<file path="src/hw/rtl/bi0s_pkg.sv">
// shared constants, types and state encoding of the bessel i0 series core
package bi0s_pkg;

	localparam int MAX_TERMS = 200;
	localparam int K_W       = $clog2(MAX_TERMS);
	localparam int D_W       = 2 * K_W;
	localparam logic [K_W-1:0] K_LAST = K_W'(MAX_TERMS - 1);

	localparam int X_W      = 24;
	localparam int SQ_W     = 2 * X_W;
	localparam int T_SHIFT  = 10;
	localparam int T_W      = 37;
	localparam int TERM_W   = 64;
	localparam int HALF_W   = TERM_W / 2;
	localparam int HP_W     = HALF_W + T_W;
	localparam int PROD_W   = TERM_W + T_W;
	localparam int FRAC     = 24;
	localparam int DVD_W    = PROD_W - FRAC;
	localparam int CHUNK    = 7;
	localparam int NCELL    = DVD_W / CHUNK;
	localparam int USED_W   = 8;

	localparam logic [TERM_W-1:0] ONE_Q24 = TERM_W'(1) << FRAC;

	typedef struct packed {
		logic [D_W-1:0]   rem;
		logic [DVD_W-1:0] dvd;
		logic [DVD_W-1:0] quo;
		logic [D_W-1:0]   dvs;
	} div_word_t;

	typedef enum logic [2:0] {
		ST_IDLE,
		ST_MUL0,
		ST_MUL1,
		ST_LAUNCH,
		ST_DIVW,
		ST_FIN
	} state_t;

endpackage

</file>
<file path="src/hw/rtl/bi0s_div_cell.sv">
// one divider cell: several restoring quotient bits, registered toward the next cell
module bi0s_div_cell (
	input  logic                  clk,
	input  logic                  arst_n,
	input  logic                  in_valid,
	input  bi0s_pkg::div_word_t   in_word,
	output logic                  out_valid,
	output bi0s_pkg::div_word_t   out_word
);
	logic [bi0s_pkg::D_W:0]     cur;
	logic [bi0s_pkg::D_W-1:0]   r;
	logic [bi0s_pkg::DVD_W-1:0] dv;
	logic [bi0s_pkg::DVD_W-1:0] qo;
	logic                       qb;
	bi0s_pkg::div_word_t        nxt;
	logic                       valid_q;
	bi0s_pkg::div_word_t        word_q;

	always_comb begin
		r  = in_word.rem;
		dv = in_word.dvd;
		qo = in_word.quo;
		cur = '0;
		qb = 1'b0;
		for (int i = 0; i < bi0s_pkg::CHUNK; i++) begin
			cur = {r, dv[bi0s_pkg::DVD_W-1]};
			dv  = {dv[bi0s_pkg::DVD_W-2:0], 1'b0};
			qb  = (cur >= {1'b0, in_word.dvs});
			if (qb) begin
				cur = cur - {1'b0, in_word.dvs};
			end
			qo = {qo[bi0s_pkg::DVD_W-2:0], qb};
			r  = cur[bi0s_pkg::D_W-1:0];
		end
		nxt.rem = r;
		nxt.dvd = dv;
		nxt.quo = qo;
		nxt.dvs = in_word.dvs;
	end

	always_ff @(posedge clk or negedge arst_n) begin
		if (!arst_n) begin
			valid_q <= 1'b0;
		end else begin
			valid_q <= in_valid;
		end
	end

	always_ff @(posedge clk) begin
		word_q <= nxt;
	end

	assign out_valid = valid_q;
	assign out_word  = word_q;
endmodule

</file>
<file path="src/hw/rtl/bi0s_div_chain.sv">
// row of divider cells, remainder and quotient pass one cell per cycle
module bi0s_div_chain (
	input  logic                  clk,
	input  logic                  arst_n,
	input  logic                  in_valid,
	input  bi0s_pkg::div_word_t   in_word,
	output logic                  out_valid,
	output bi0s_pkg::div_word_t   out_word
);
	logic                v [bi0s_pkg::NCELL+1];
	bi0s_pkg::div_word_t w [bi0s_pkg::NCELL+1];

	assign v[0] = in_valid;
	assign w[0] = in_word;

	for (genvar g = 0; g < bi0s_pkg::NCELL; g++) begin : g_cell
		bi0s_div_cell u_cell (
			.clk       (clk),
			.arst_n    (arst_n),
			.in_valid  (v[g]),
			.in_word   (w[g]),
			.out_valid (v[g+1]),
			.out_word  (w[g+1])
		);
	end

	assign out_valid = v[bi0s_pkg::NCELL];
	assign out_word  = w[bi0s_pkg::NCELL];
endmodule

</file>
<file path="config.mk">
export PLATFORM = sky130hd
export DESIGN_NAME = bi0s_div_chain
export DESIGN_NICKNAME = d
export VERILOG_FILES = /design/src/hw/rtl/bi0s_pkg.sv /design/src/hw/rtl/bi0s_div_cell.sv /design/src/hw/rtl/bi0s_div_chain.sv
export SDC_FILE = /design/constraint.sdc
export NUM_CORES = 2
export LEC_CHECK = 0
export BUFFER_PORTS_ARGS = -buffer_cell sky130_fd_sc_hd__buf_2
export CORE_UTILIZATION = 55
export DETAILED_ROUTE_END_ITERATION = 16
export HOLD_SLACK_MARGIN = 0.08
export PLACE_DENSITY = 0.72
export SLEW_MARGIN = 20
export SYNTH_ARGS = -nofsm -noshare
export SYNTH_HDL_FRONTEND = slang
export SYNTH_SLANG_ARGS = --single-unit
</file>
<file path="constraint.sdc">
create_clock -name clk -period 56 [get_ports clk]
set_input_delay 14 -clock clk [delete_from_list [all_inputs] [get_ports clk]]
set_output_delay 14 -clock clk [all_outputs]
set_load 0.005 [all_outputs]
</file>
# Word-level counts from Yosys, hierarchy flattened
# Index checks and enable logic that the tools add are counted.
# W data, S select, Z words.
[word_totals]
ff_bits = 1210
elab_cells = 285
out_inout_bits = 187
[op_classes]
addsub = 77
order_cmp = 77
muxes = 77
[op_table]
columns = ["op", "count"]
rows = [
  ["$ge A17 B16 Y1", 77],
  ["$mux W16", 77],
  ["$sub A16 B16 Y16", 77],
]

# Longest topological paths before layout
[logic_depth]
depth_word = 14
mapped_depth = 105
depth_no_buf = 93

# Cells and area by module
# From an unflattened synthesis, not the netlist that was laid out.
[unflattened]
hier_cells = 12112
hier_area_um2 = 114572.4
[modules_own_cells]
columns = ["module", "instances", "cells_each", "area_each_um2"]
rows = [
  ["bi0s_div_cell at g_cell[1].u_cell ...", 6, 1111, 10408.7],
  ["bi0s_div_cell at g_cell[0].u_cell ...", 3, 1083, 10397.5],
  ["bi0s_div_cell at g_cell[3].u_cell", 1, 1074, 10465.0],
  ["bi0s_div_cell at g_cell[9].u_cell", 1, 1123, 10462.5],
]

# Least setup slack after synthesis
# OpenSTA, ideal clock, no wires.
[synth_path]
path_kind = "input-to-reg"
start = "input in_word[1] (netlist name)"
end = "register g_cell[0].u_cell.word_q, in the netlist g_cell[0].u_cell.out_word[177]"
setup_time_ns = 0.121
cell_stages = 98
arrival_time_ns = 32.847
required_ns = 55.879
setup_slack_ns = 23.032
n_path_buf = 11
path_cell_list = "inv_1 -> ha_1 -> nor2b_1 -> o31a_1 -> o31ai_2 -> o211a_1 -> a31o_2 -> and2_1 -> buf_4 -> inv_4 -> clkbuf_1 -> o21ai_0 -> inv_1 -> ha_1 -> nor2b_1 -> o31a_1 -> o41a_1 -> o311ai_2 -> (+62 left out) -> buf_4 -> mux2i_1 -> ha_1 -> nor2b_1 -> o21ai_0 -> a21boi_0 -> o21ai_0 -> a21boi_0 -> o21ai_0 -> a21oi_1 -> o31ai_1 -> o21ai_0 -> nor4_1 -> nor2_1 -> a2111oi_2 -> a211oi_4 -> buf_6 -> mux2_2"
[synth_rtl]
columns = ["element", "line_no", "text"]
rows = [
  ["from (decl)", "bi0s_div_chain.sv:6", "input bi0s_pkg::div_word_t in_word,"],
  ["to (signal assigned)", "bi0s_div_cell.sv:50", "word_q <= nxt;"],
  ["to (decl)", "bi0s_div_cell.sv:17", "bi0s_pkg::div_word_t word_q;"],
]

# Worst setup path in the final report
[layout_path]
start = "input in_word[1] (netlist name)"
end = "register g_cell[0].u_cell.word_q, in the netlist g_cell[0].u_cell.out_word[185]"
[layout_between]
elab_chain_len = 14
elab_cells_between_ends = 21
classes_between = "add/sub (7); order compare (7); mux (7)"
[layout_lines]
columns = ["element", "line_no", "text"]
rows = [
  ["$sub A16 B16 Y16 or $ge A17 B16 Y1 (tied branches)", "bi0s_div_cell.sv:30, bi0s_div_cell.sv:28", ""],
  ["$mux W16", "bi0s_div_cell.sv:29", "if (qb) begin"],
  ["$sub A16 B16 Y16 or $ge A17 B16 Y1 (tied branches)", "bi0s_div_cell.sv:30, bi0s_div_cell.sv:28", ""],
  ["$mux W16", "bi0s_div_cell.sv:29", ""],
  ["$sub A16 B16 Y16 or $ge A17 B16 Y1 (tied branches)", "bi0s_div_cell.sv:30, bi0s_div_cell.sv:28", ""],
  ["$mux W16", "bi0s_div_cell.sv:29", ""],
  ["$sub A16 B16 Y16 or $ge A17 B16 Y1 (tied branches)", "bi0s_div_cell.sv:30, bi0s_div_cell.sv:28", ""],
  ["$mux W16", "bi0s_div_cell.sv:29", ""],
  ["$sub A16 B16 Y16 or $ge A17 B16 Y1 (tied branches)", "bi0s_div_cell.sv:30, bi0s_div_cell.sv:28", ""],
  ["$mux W16", "bi0s_div_cell.sv:29", ""],
  ["$sub A16 B16 Y16 or $ge A17 B16 Y1 (tied branches)", "bi0s_div_cell.sv:30, bi0s_div_cell.sv:28", ""],
  ["$mux W16", "bi0s_div_cell.sv:29", ""],
  ["$sub A16 B16 Y16 or $ge A17 B16 Y1 (tied branches)", "bi0s_div_cell.sv:30, bi0s_div_cell.sv:28", ""],
  ["$mux W16 *", "bi0s_div_cell.sv:29", ""],
  ["named net g_cell[0].u_cell.cur (one bit)", "bi0s_div_cell.sv:10", "logic [bi0s_pkg::D_W:0] cur;"],
]
# The timed path passes the listed nets; every way through them passes the cells marked *.

==> results.yml <==
global_route:
  grt_pass1_vias: 77394
  antenna_found_initial: 3
  grt_max_degree: 33
  grt_use_total_pct: 28.0
  grt_pass1_wl_mm: 400
  grt_overflow: 0
detailed_routing:
  drt.antenna.violating_nets: 0
  drt_pass1_iterations: 6
  remaining_drc_errors: 0
  wl_per_cell_um: 18.6
  wl_mm: 252
  via_per_inst: 5.98
  via_count: 81042
  drt_iter0_drc: 6066
sta:
  fin_crit_sh_pct: 65.5
  holdWs_ns: 0.292
  fin_worst_skew_ns: 0.0449
  fin_tns_setup_ns: 0
  hold_violations: 0
  fin_crit_ns: 36.66
  rsz0062_at_grt: "no"
  tightest_slew_ns: 0.941
  setup_viol: 0
  report.final.slew_viol_count: 0
  relSlewSlack_pct: 35.7
  max_clock_freq_mhz: 27.3
clock_tree:
  post_cts_resized: 0
  clock_path_buffers: 3
  cts_root_buf: "clkbuf_16"
  cts_tree: "yes"
  htree_num_levels: 4
  cts_setup_buffers: 0
  clock_latency_ns: 0.80
  cts_hold_buffers: 0
  clkTransAtPathRegs_ns: 0.06
  cts_buffers: 134
  cts_sinks: 1210
finish:
  multi_input_comb_area_um2: 66800
  antennaDiodeCount: 0
  final_layout_size_suffix_gt1_share_pct: 12.4
  finalInstanceArea_um2: 103000
  final-seq-area_um2: 24300
  n_fill_cell: 14876
  finalNetCount: 12645
  fin_util_pct: 60.4
  syn_to_final_growth_pct: 8.54
placed_design:
  dpl.hpwl_mm: 201
  place.gp.congestion: 0.962
  port_buffers: 221
  place_area_um2: 98100
hold_path:
  holdCritStartpoint: "g_cell[2].u_cell.out_word[23]$_DFF_P_"
  hold_end: "g_cell[3].u_cell.out_word[30]$_DFF_P_"
  hold_path.class: "reg2reg"
  hold_path_depth: 0
worst_setup_path:
  crit_path_start_kind: "input port"
  cp_slowest_cell: "a211oi_4"
  worstSetupPathType: "in2reg"
  crit_path_max_fanout: 21
  endpoint_kind: "flip-flop"
  timing.rr.start: "g_cell[4].u_cell.out_word[1]$_DFF_P_"
  cp.arrival_ns: 37.30
  cp_common_cell: "o21ai_0"
  crit_required_ns: 56.64
  slowest_delay_ns: 0.80
  reg2reg_slack_ns: 31.59
  rr_endpoint: "g_cell[5].u_cell.out_word[185]$_DFF_P_"
  worst_r2r_path_depth: 89
logic_synthesis:
  ys_seq_area_share_pct: 25.6
  synth_edf_count: 0
  synthCells: 10902
  synthArstFlopShare_pct: 0.909
  synth_top_area_share_pct: 25.3
  netlist.top_cell.by_area: "dfxtp_1"
  synth_area_per_cell_um2: 8.69
  synth.area.top_cells: "dfxtp_1 25%, ha_1 16%, mux2_2 8.6%, xnor2_1 5.5%, a21oi_1 4.2%"
  yosysUniqueCellTypes: 114
  ys_ff_latch: 1210
  netlist_area_um2: 94700
  synth_warnings: 0
  synth_ff_type: "dfxtp_1"
floorplan:
  core_area_um2: 170000
  io_pins: 376
  rows: 151
  die_x_um: 417
  die_h_um: 417
  initial_core_util_pct: 55.7
  die-area_um2: 174000
job:
  maxCapViolations: 0
status:
  status: "completed"
==> cell usage in the layout, fill, tap and decap left out, drive strengths merged, types with 277 or more instances in the layout <==
master     n
xnor2    593
mux2     738
a21o     277
dfxtp   1199
o21ai    652
inv      763
ha      1232
a21oi    790
nor2     773
nand2    700
==> metrics by stage <==
| stage | std cells | setup slack [ns] |
|---|---|---|
| after detailed placement | 13306 | 19.04 |
| final | 13549 | 19.34 |
| after floorplan | 10978 | 23.03 |
| after global routing | 13549 | 17.53 |
| after global placement | 13306 | 19.36 |
| after CTS | 13549 | 19.82 |
==> sequential cells by signal, indices dropped and copies added (netlist names) <==
signal / flops
g_cell.u_cell.out_valid: 11
g_cell.u_cell.out_word: 1199
==> kinds of logic after synthesis <==
group | after synthesis | share of synthesized area (%)
AO/OA/AOI/OAI | 2866 | 19.7
XOR/XNOR | 800 | 7.40
adder cells (fa/ha/maj) | 1309 | 17.9
buffers and inverters | 966 | 4.26
flip-flops | 1210 | 25.6
multiplexers | 898 | 10.5
other | 1 | 0.00396
AND/OR/NAND/NOR | 2852 | 14.6
==> area by class of cell <==
cell class              count  share of cell area [%]
clock buffers             166                    3.53
flip-flops and latches   1210                    23.6
repair buffers            255                    1.32
inverters                 744                    2.72
clock inverters            77                    1.09
multi-input cells        8802                    64.9
well taps                2295                    2.79
==> routing by layer <==
metal / up-vias / GRT usage, % / share of wire [%]
met1: 38157 / 36.7 / 45
met2: 2377 / 46.7 / 46
met5: - / 0 / 0
met3: 483 / 3.15 / 5.6
li1: 40025 / - / -
met4: 0 / 11.0 / 3.8
==> critical path, delay by kind of cell <==
kind                     cells  cell delay [ns]
AO/OA/AOI/OAI               53            15.18
AND/OR/NAND/NOR             16             2.79
adder cells (fa/ha/maj)      7             2.17
buffers and inverters       11             1.87
multiplexers                 3             1.21
==> cells in the mapped netlist (23+ instances only) <==
cell	instances
a211o_1	40
a211oi_1	95
a21boi_0	114
a21o_1	277
a21oi_1	790
a31o_2	23
a31oi_1	76
and2_1	41
and3_1	77
buf_1	27
buf_2	35
buf_4	87
clkbuf_1	68
dfxtp_1	1199
fa_1	77
ha_1	1232
inv_1	720
mux2_2	724
mux2i_1	156
nand2_1	699
nand2b_1	126
nand3_1	188
nand4_1	205
nor2_1	772
nor2b_1	207
nor3_1	228
nor4_1	73
o2111ai_1	23
o211ai_1	59
o21a_1	233
o21ai_0	641
o21bai_1	83
o221ai_1	26
o31a_1	58
o31ai_1	51
or2_2	62
or3_1	85
xnor2_1	593
xor2_1	207
==> worst max-delay path by stage <==
stage | startpoint | to
3_5_place_dp | in_word[1] | g_cell[0].u_cell.out_word[185]$_DFF_P_
2_1_floorplan | in_word[1] | g_cell[0].u_cell.out_word[177]$_DFF_P_
4_1_cts | in_word[1] | g_cell[0].u_cell.out_word[185]$_DFF_P_
3_3_place_gp | in_word[1] | g_cell[0].u_cell.out_word[185]$_DFF_P_
5_1_grt | in_word[1] | g_cell[0].u_cell.out_word[185]$_DFF_P_
6_report | in_word[1] | g_cell[0].u_cell.out_word[185]$_DFF_P_
Power is left out: the tool's default activity adds up to more than one toggle a clock period on the data nets, which glitch-free logic cannot reach.
